File: src/rtl/bis_pkg.sv
// ----------------------------------------------------------------------------
// Bilinear scaler package
// Field widths, operation and register codes, and the payload structs.
// ----------------------------------------------------------------------------
package bis_pkg;

	localparam int COORD_W    = 10;
	localparam int CHAN_W     = 8;
	localparam int PIXEL_W    = 4 * CHAN_W;
	localparam int STEP_W     = 24;
	localparam int SIZE_W     = 9;
	localparam int CFG_IDX_W  = 2;
	localparam int CFG_DATA_W = 24;
	localparam int FRAC_W     = 16;
	localparam int POS_W      = COORD_W + STEP_W;
	localparam int INT_W      = POS_W - FRAC_W;

	typedef enum logic {
		OP_WRITE   = 1'b0,
		OP_REQUEST = 1'b1
	} op_e;

	typedef enum logic [CFG_IDX_W-1:0] {
		REG_STEP_X     = 2'd0,
		REG_STEP_Y     = 2'd1,
		REG_SRC_WIDTH  = 2'd2,
		REG_SRC_HEIGHT = 2'd3
	} reg_idx_e;

	typedef struct packed {
		op_e               op;
		logic [COORD_W-1:0] coord_x;
		logic [COORD_W-1:0] coord_y;
		logic [CHAN_W-1:0]  in_red;
		logic [CHAN_W-1:0]  in_green;
		logic [CHAN_W-1:0]  in_blue;
		logic [CHAN_W-1:0]  in_alpha;
	} bis_in_t;

	typedef struct packed {
		logic [CHAN_W-1:0] out_red;
		logic [CHAN_W-1:0] out_green;
		logic [CHAN_W-1:0] out_blue;
		logic [CHAN_W-1:0] out_alpha;
	} bis_out_t;

	typedef struct packed {
		logic [STEP_W-1:0] step_x;
		logic [STEP_W-1:0] step_y;
		logic [SIZE_W-1:0] src_width;
		logic [SIZE_W-1:0] src_height;
	} bis_cfg_t;

	typedef struct packed {
		logic valid;
		logic request;
		logic col_a_odd;
		logic col_b_odd;
		logic row_a_odd;
		logic row_b_odd;
	} bis_tap_t;

endpackage

File: src/rtl/bis_addr.sv
// ----------------------------------------------------------------------------
// Bilinear scaler address stages
// Forms the source position, clamps the four neighbours to the image and
// maps them, or a pixel write, onto the four parity banks.
// ----------------------------------------------------------------------------
module bis_addr
	import bis_pkg::*;
#(
	parameter int MAX_SRC_WIDTH    = 256,
	parameter int MAX_SRC_HEIGHT   = 256,
	parameter int WEIGHT_FRAC_BITS = 8,
	localparam int XW  = $clog2(MAX_SRC_WIDTH),
	localparam int YW  = $clog2(MAX_SRC_HEIGHT),
	localparam int HXW = (XW > 1) ? XW - 1 : 1,
	localparam int HYW = (YW > 1) ? YW - 1 : 1,
	localparam int AW  = HXW + HYW
) (
	input  logic                               clk,
	input  logic                               arst_n,
	input  logic                               adv,
	input  logic                               in_valid,
	input  bis_in_t                            in_data,
	input  bis_cfg_t                           cfg,
	output bis_tap_t                           tap_s2,
	output logic [WEIGHT_FRAC_BITS-1:0]        fx_s2,
	output logic [WEIGHT_FRAC_BITS-1:0]        fy_s2,
	output logic [3:0][AW-1:0]                 bank_addr_s2,
	output logic [3:0]                         bank_we_s2,
	output logic [PIXEL_W-1:0]                 wdata_s2
);

	localparam int LIM_W = INT_W + 1;

	logic                valid_s1;
	bis_in_t             item_s1;
	logic [POS_W-1:0]    pos_x_s1;
	logic [POS_W-1:0]    pos_y_s1;

	logic [LIM_W-1:0]    wlim;
	logic [LIM_W-1:0]    hlim;
	logic [LIM_W-1:0]    x1e;
	logic [LIM_W-1:0]    y1e;
	logic [LIM_W-1:0]    x1p;
	logic [LIM_W-1:0]    y1p;
	logic [LIM_W-1:0]    xa_w;
	logic [LIM_W-1:0]    xb_w;
	logic [LIM_W-1:0]    ya_w;
	logic [LIM_W-1:0]    yb_w;
	logic [XW-1:0]       xa;
	logic [XW-1:0]       xb;
	logic [YW-1:0]       ya;
	logic [YW-1:0]       yb;
	logic [XW-1:0]       xa_h;
	logic [XW-1:0]       xb_h;
	logic [YW-1:0]       ya_h;
	logic [YW-1:0]       yb_h;
	logic [1:0][HXW-1:0] col_half;
	logic [1:0][HYW-1:0] row_half;
	logic [XW-1:0]       wx;
	logic [YW-1:0]       wy;
	logic [XW-1:0]       wx_h;
	logic [YW-1:0]       wy_h;
	logic [AW-1:0]       w_addr;
	logic [1:0]          w_bank;
	logic                w_in;
	logic                is_write;
	logic [3:0][AW-1:0]  addr_nx;
	logic [3:0]          we_nx;
	bis_tap_t            tap_nx;

	always_ff @(posedge clk or negedge arst_n) begin
		if (!arst_n) begin
			valid_s1 <= 1'b0;
		end else if (adv) begin
			valid_s1 <= in_valid;
		end
	end

	always_ff @(posedge clk) begin
		if (adv) begin
			item_s1  <= in_data;
			pos_x_s1 <= POS_W'(in_data.coord_x) * POS_W'(cfg.step_x);
			pos_y_s1 <= POS_W'(in_data.coord_y) * POS_W'(cfg.step_y);
		end
	end

	always_comb begin
		if (cfg.src_width == '0) begin
			wlim = '0;
		end else if (32'(cfg.src_width) > MAX_SRC_WIDTH) begin
			wlim = LIM_W'(MAX_SRC_WIDTH - 1);
		end else begin
			wlim = LIM_W'(cfg.src_width) - LIM_W'(1);
		end
		if (cfg.src_height == '0) begin
			hlim = '0;
		end else if (32'(cfg.src_height) > MAX_SRC_HEIGHT) begin
			hlim = LIM_W'(MAX_SRC_HEIGHT - 1);
		end else begin
			hlim = LIM_W'(cfg.src_height) - LIM_W'(1);
		end
	end

	always_comb begin
		x1e  = {1'b0, pos_x_s1[POS_W-1:FRAC_W]};
		y1e  = {1'b0, pos_y_s1[POS_W-1:FRAC_W]};
		x1p  = x1e + LIM_W'(1);
		y1p  = y1e + LIM_W'(1);
		xa_w = (x1e > wlim) ? wlim : x1e;
		xb_w = (x1p > wlim) ? wlim : x1p;
		ya_w = (y1e > hlim) ? hlim : y1e;
		yb_w = (y1p > hlim) ? hlim : y1p;
		xa   = xa_w[XW-1:0];
		xb   = xb_w[XW-1:0];
		ya   = ya_w[YW-1:0];
		yb   = yb_w[YW-1:0];
		xa_h = xa >> 1;
		xb_h = xb >> 1;
		ya_h = ya >> 1;
		yb_h = yb >> 1;

		// Each parity bank serves whichever neighbour falls on its parity.
		col_half[0] = xa[0] ? xb_h[HXW-1:0] : xa_h[HXW-1:0];
		col_half[1] = xa[0] ? xa_h[HXW-1:0] : xb_h[HXW-1:0];
		row_half[0] = ya[0] ? yb_h[HYW-1:0] : ya_h[HYW-1:0];
		row_half[1] = ya[0] ? ya_h[HYW-1:0] : yb_h[HYW-1:0];

		wx       = XW'(item_s1.coord_x);
		wy       = YW'(item_s1.coord_y);
		wx_h     = wx >> 1;
		wy_h     = wy >> 1;
		w_addr   = {wy_h[HYW-1:0], wx_h[HXW-1:0]};
		w_bank   = {wy[0], wx[0]};
		w_in     = (32'(item_s1.coord_x) < MAX_SRC_WIDTH) &&
		           (32'(item_s1.coord_y) < MAX_SRC_HEIGHT);
		is_write = (item_s1.op == OP_WRITE);

		for (int b = 0; b < 4; b++) begin
			logic [1:0] bsel;
			bsel       = 2'(b);
			addr_nx[b] = is_write ? w_addr : {row_half[bsel[1]], col_half[bsel[0]]};
			we_nx[b]   = valid_s1 && is_write && w_in && (w_bank == bsel);
		end

		tap_nx.valid     = valid_s1;
		tap_nx.request   = (item_s1.op == OP_REQUEST);
		tap_nx.col_a_odd = xa[0];
		tap_nx.col_b_odd = xb[0];
		tap_nx.row_a_odd = ya[0];
		tap_nx.row_b_odd = yb[0];
	end

	always_ff @(posedge clk or negedge arst_n) begin
		if (!arst_n) begin
			tap_s2     <= '0;
			bank_we_s2 <= '0;
		end else if (adv) begin
			tap_s2     <= tap_nx;
			bank_we_s2 <= we_nx;
		end
	end

	always_ff @(posedge clk) begin
		if (adv) begin
			bank_addr_s2 <= addr_nx;
			fx_s2        <= pos_x_s1[FRAC_W-1 -: WEIGHT_FRAC_BITS];
			fy_s2        <= pos_y_s1[FRAC_W-1 -: WEIGHT_FRAC_BITS];
			wdata_s2     <= {item_s1.in_alpha, item_s1.in_blue,
			                 item_s1.in_green, item_s1.in_red};
		end
	end

endmodule

File: config.mk
export PLATFORM = sky130hd
export DESIGN_NAME = bis_addr
export DESIGN_NICKNAME = d
export VERILOG_FILES = /design/src/rtl/bis_pkg.sv /design/src/rtl/bis_addr.sv
export SDC_FILE = /design/constraint.sdc
export NUM_CORES = 1
export LEC_CHECK = 0
export ABC_CLOCK_PERIOD_IN_PS = 4300
export BUFFER_PORTS_ARGS = -buffer_cell sky130_fd_sc_hd__buf_2
export CAP_MARGIN = 15
export CORE_UTILIZATION = 29
export CTS_BUF_LIST = sky130_fd_sc_hd__clkbuf_4 sky130_fd_sc_hd__clkbuf_8
export CTS_CLUSTER_DIAMETER = 40
export DETAILED_ROUTE_END_ITERATION = 8
export PLACE_DENSITY = 0.42
export REMOVE_ABC_BUFFERS = 1
export SLEW_MARGIN = 20
export SYNTH_ARGS = -nofsm -noshare
export SYNTH_HDL_FRONTEND = slang
export SYNTH_SLANG_ARGS = --single-unit
File: constraint.sdc
create_clock -name clk -period 4.3 [get_ports clk]
set_clock_uncertainty 0.2 [all_clocks]
set_input_delay 0.215 -clock clk [delete_from_list [all_inputs] [get_ports clk]]
set_output_delay 0.215 -clock clk [all_outputs]
set_load 0.02 [all_outputs]
==> impl_metrics.toml <==
[status]
outcome = "finished, violations left"
violations = "setup timing"

[placement]
dp_hpwl_um = 56490
dp_slack_ns = -1.610
placed_cells = 3925
place_congestion = 0.8545
port_buffers = 236

[worst_setup_path]
cp-start-kind = "input pin"
crit_chain = "buf_8 > buf_12 > and2_4 > fa_1 > fa_1 > fa_1 > fa_1 > inv_2 > fa_1 > inv_2 > ha_4 > a22o_1 > nor3_4 > a211oi_4 > or2_1 > a21o_1 > o221a_4 > o41ai_4 > xnor2_1"
cp_data_arrival_time_ns = 5.10
reg2regPathDepth = 19
cpLargestDelayFamily = "adder cells"
path_buf_inv = 4
critPathMaxFanout = 5
r2r_start = "pos_x_s1[17]"
crit_cells = 19
crit_start = "cfg[24]"
r2r_end = "bank_addr_s2[30]"
worstPathRequired_ns = 4.40
crit_path_end_kind = "flop"
crit_slowest_cell = "fa_1"
slowest_delay_ns = 0.58
r2r_slack_ns = 0.30
path_class = "in2reg"
cpMostUsedCell = "fa_1"

[global_routing]
track_usage_pct = 17.06
antenna_found_initial = 1
grt_pass1_vias = 20720
grt_max_degree = 112
grt_first_pass_wirelength_um = 114300
overflow = 0

[hold_path]
hold_depth = 1
min-delay-start = "adv"
min-delay-path-class = "in2reg"
min_to = "item_s1[28]"

[layout]
area_delta_synth_final_pct = 34.41
nFillCells = 8170
drive_gt1_share_pct = 31.77
multiInputGateArea_um2 = 17550
fin_cells = 4083
utilization_pct = 39.38
seqCellArea_um2 = 5710
final_nets = 3683

[power]
p_leak_nw = 15.18
total_power_w = 0.02511
ir_drop_mv = 0.6341
p_per_area_nw_per_um2 = 777.7

[clock_tree]
path_clk_slew_ns = 0.12
cts_buffer_depth = 2
worst_skew_pair.late_latency_ns = 0.56
numClockSinks = 192
htreeDepth = 4
cts_buffers = 17
cts-root-buf = "clkbuf_8"
cts_tree = "done"

[timing]
min_period_ns = 5.007
setup_viol = 45
slew_violations = 0
fin_crit_sh_pct = 116.4
rsz0062_at_grt = "yes"
fmax_mhz = 199.7
hold_viol_final = 0
fin_ws_ns = -0.7071
slew_headroom_pct = 50.98
final.setup.tns_ns = -19.33
worst_pin_slew_ns = 0.7353

[synthesis]
postSynthAreaPerCell_um2 = 10.01
synth_area_um2 = 24020
yosysSeqAreaShare_pct = 23.77
yosysUniqueCellTypes = 74
async_flop_share_pct = 5.729
ys_ff_latch = 192
yosysTopAreaCell = "fa_1"
yosys_most_used_dff = "edfxtp_1"
synth_top_area_share_pct = 28.83
synthTopCellsByCount = "365 x inv_1, 346 x fa_1, 283 x nand2_1"
synth_edf_count = 181
synth.top_cells.by_area = "fa_1 29%, edfxtp_1 23%, ha_1 11%"
yosys_warnings = 0
synthCells = 2399
yosysMostFrequentCell = "inv_1"

[detailed_routing]
antenna_left = 0
drc = 0
vias = 18730
vias_per_cell = 4.588
drt_iter0_drc = 690
drtPass1Iterations = 5
wl_per_cell_um = 17.03
wirelength_um = 69550

[floorplan]
ioPinCount = 237
start_util_pct = 29.30
core-area_um2 = 81980
die_x_um = 289.8
fp.dieH_um = 289.8
rows = 105
die-area_um2 = 83990

[job]
drv_cap = 0
-- cell families (layout without fill, tap and decap cells) --
kind of cell	after synthesis	count (layout)	share of synthesized area [%]
flip-flops	192	192	23.77
buffers and inverters	497	1109	8.329
AND/OR/NAND/NOR	783	783	16.38
multiplexers	8	8	0.3698
AO/OA/AOI/OAI	269	269	7.881
adder cells (fa/ha/maj)	563	563	40.12
other	1	3	0.01561
XOR/XNOR	86	86	3.136
-- layout make-up --
cell class              count  area share [%]
clock buffers              18          0.7479
flip-flops and latches    192           17.69
diodes                      1        0.007750
clock inverters            14          0.5619
inverters                 367           4.267
repair buffers            710           18.24
multi-input cells        1711           54.35
well taps                1070           4.146
-- routing by layer --
layer	vias up	track usage (%)	wire length (um)	share of wire, %
li1	8966	-	-	-
met3	54	1.984	1724	2.5
met2	274	28.99	33820	49
met1	9437	23.40	33140	48
met5	-	0	0	0
met4	0	3.360	860	1.2
-- registers in the layout, summed over array words and instances, names as in the netlist --
signal / cells
tap_s2: 6
fy_s2: 8
bank_addr_s2: 28
pos_x_s1: 26
fx_s2: 8
item_s1: 53
valid_s1: 1
pos_y_s1: 26
wdata_s2: 32
bank_we_s2: 4
-- stage by stage --
stage	hold WS, ns	area (um2)
after detailed placement	-0.1042	28800
after floorplan	-0.2806	23400
after global routing	0.02872	32280
final	0.06136	32290
after global placement	-0.1078	28800
after CTS	0.0001276	31300
-- timing repair --
item / in CTS / in global routing
hold buffers: 48 / 1
buffers inserted: 51 / 40
pin swaps: 131 / 133
gates resized for setup: 303 / 182
cloned: 4 / 0
endpoints found under the setup margin: 46 / 76
endpoints found under the hold margin: 57 / 1
-- cells in the final DEF (no fill, tap or decap), types with 9 or more instances in the layout --
cell,instances
buf_8,15
xnor2_2,9
dfrtp_1,11
nor3_1,18
fa_1,331
a211o_1,10
o21a_1,15
nand3_1,45
and3_1,9
inv_1,333
buf_2,192
and2_1,213
o22ai_1,16
nand2_2,19
a21oi_2,19
inv_2,33
nand4_1,30
xor2_1,20
ha_4,24
a21oi_1,35
fa_2,15
dlygate4sd3_1,49
buf_6,61
buf_4,349
buf_12,39
o311ai_0,10
a21o_1,37
clkbuf_8,18
xnor2_1,52
ha_1,187
nor2b_1,18
and2_4,37
nor2_2,9
edfxtp_1,181
nand2_1,257
nor2_1,70
o311a_1,16
o21ai_0,27
-- report_power, final --
part           internal, W  switching, W  leakage [nW]
Sequential         0.00315      0.000351          1.90
Clock             0.000457      0.000786         0.207
Combinational       0.0103        0.0100          13.1
-- worst max path at each step --
stage                   endpoint
finish              pos_y_s1[33]
global route        pos_y_s1[33]
CTS                 pos_x_s1[33]
detailed placement  pos_y_s1[32]
global placement    pos_y_s1[32]
floorplan           pos_x_s1[28]
No activity file was read; power rests on OpenSTA's default activity.
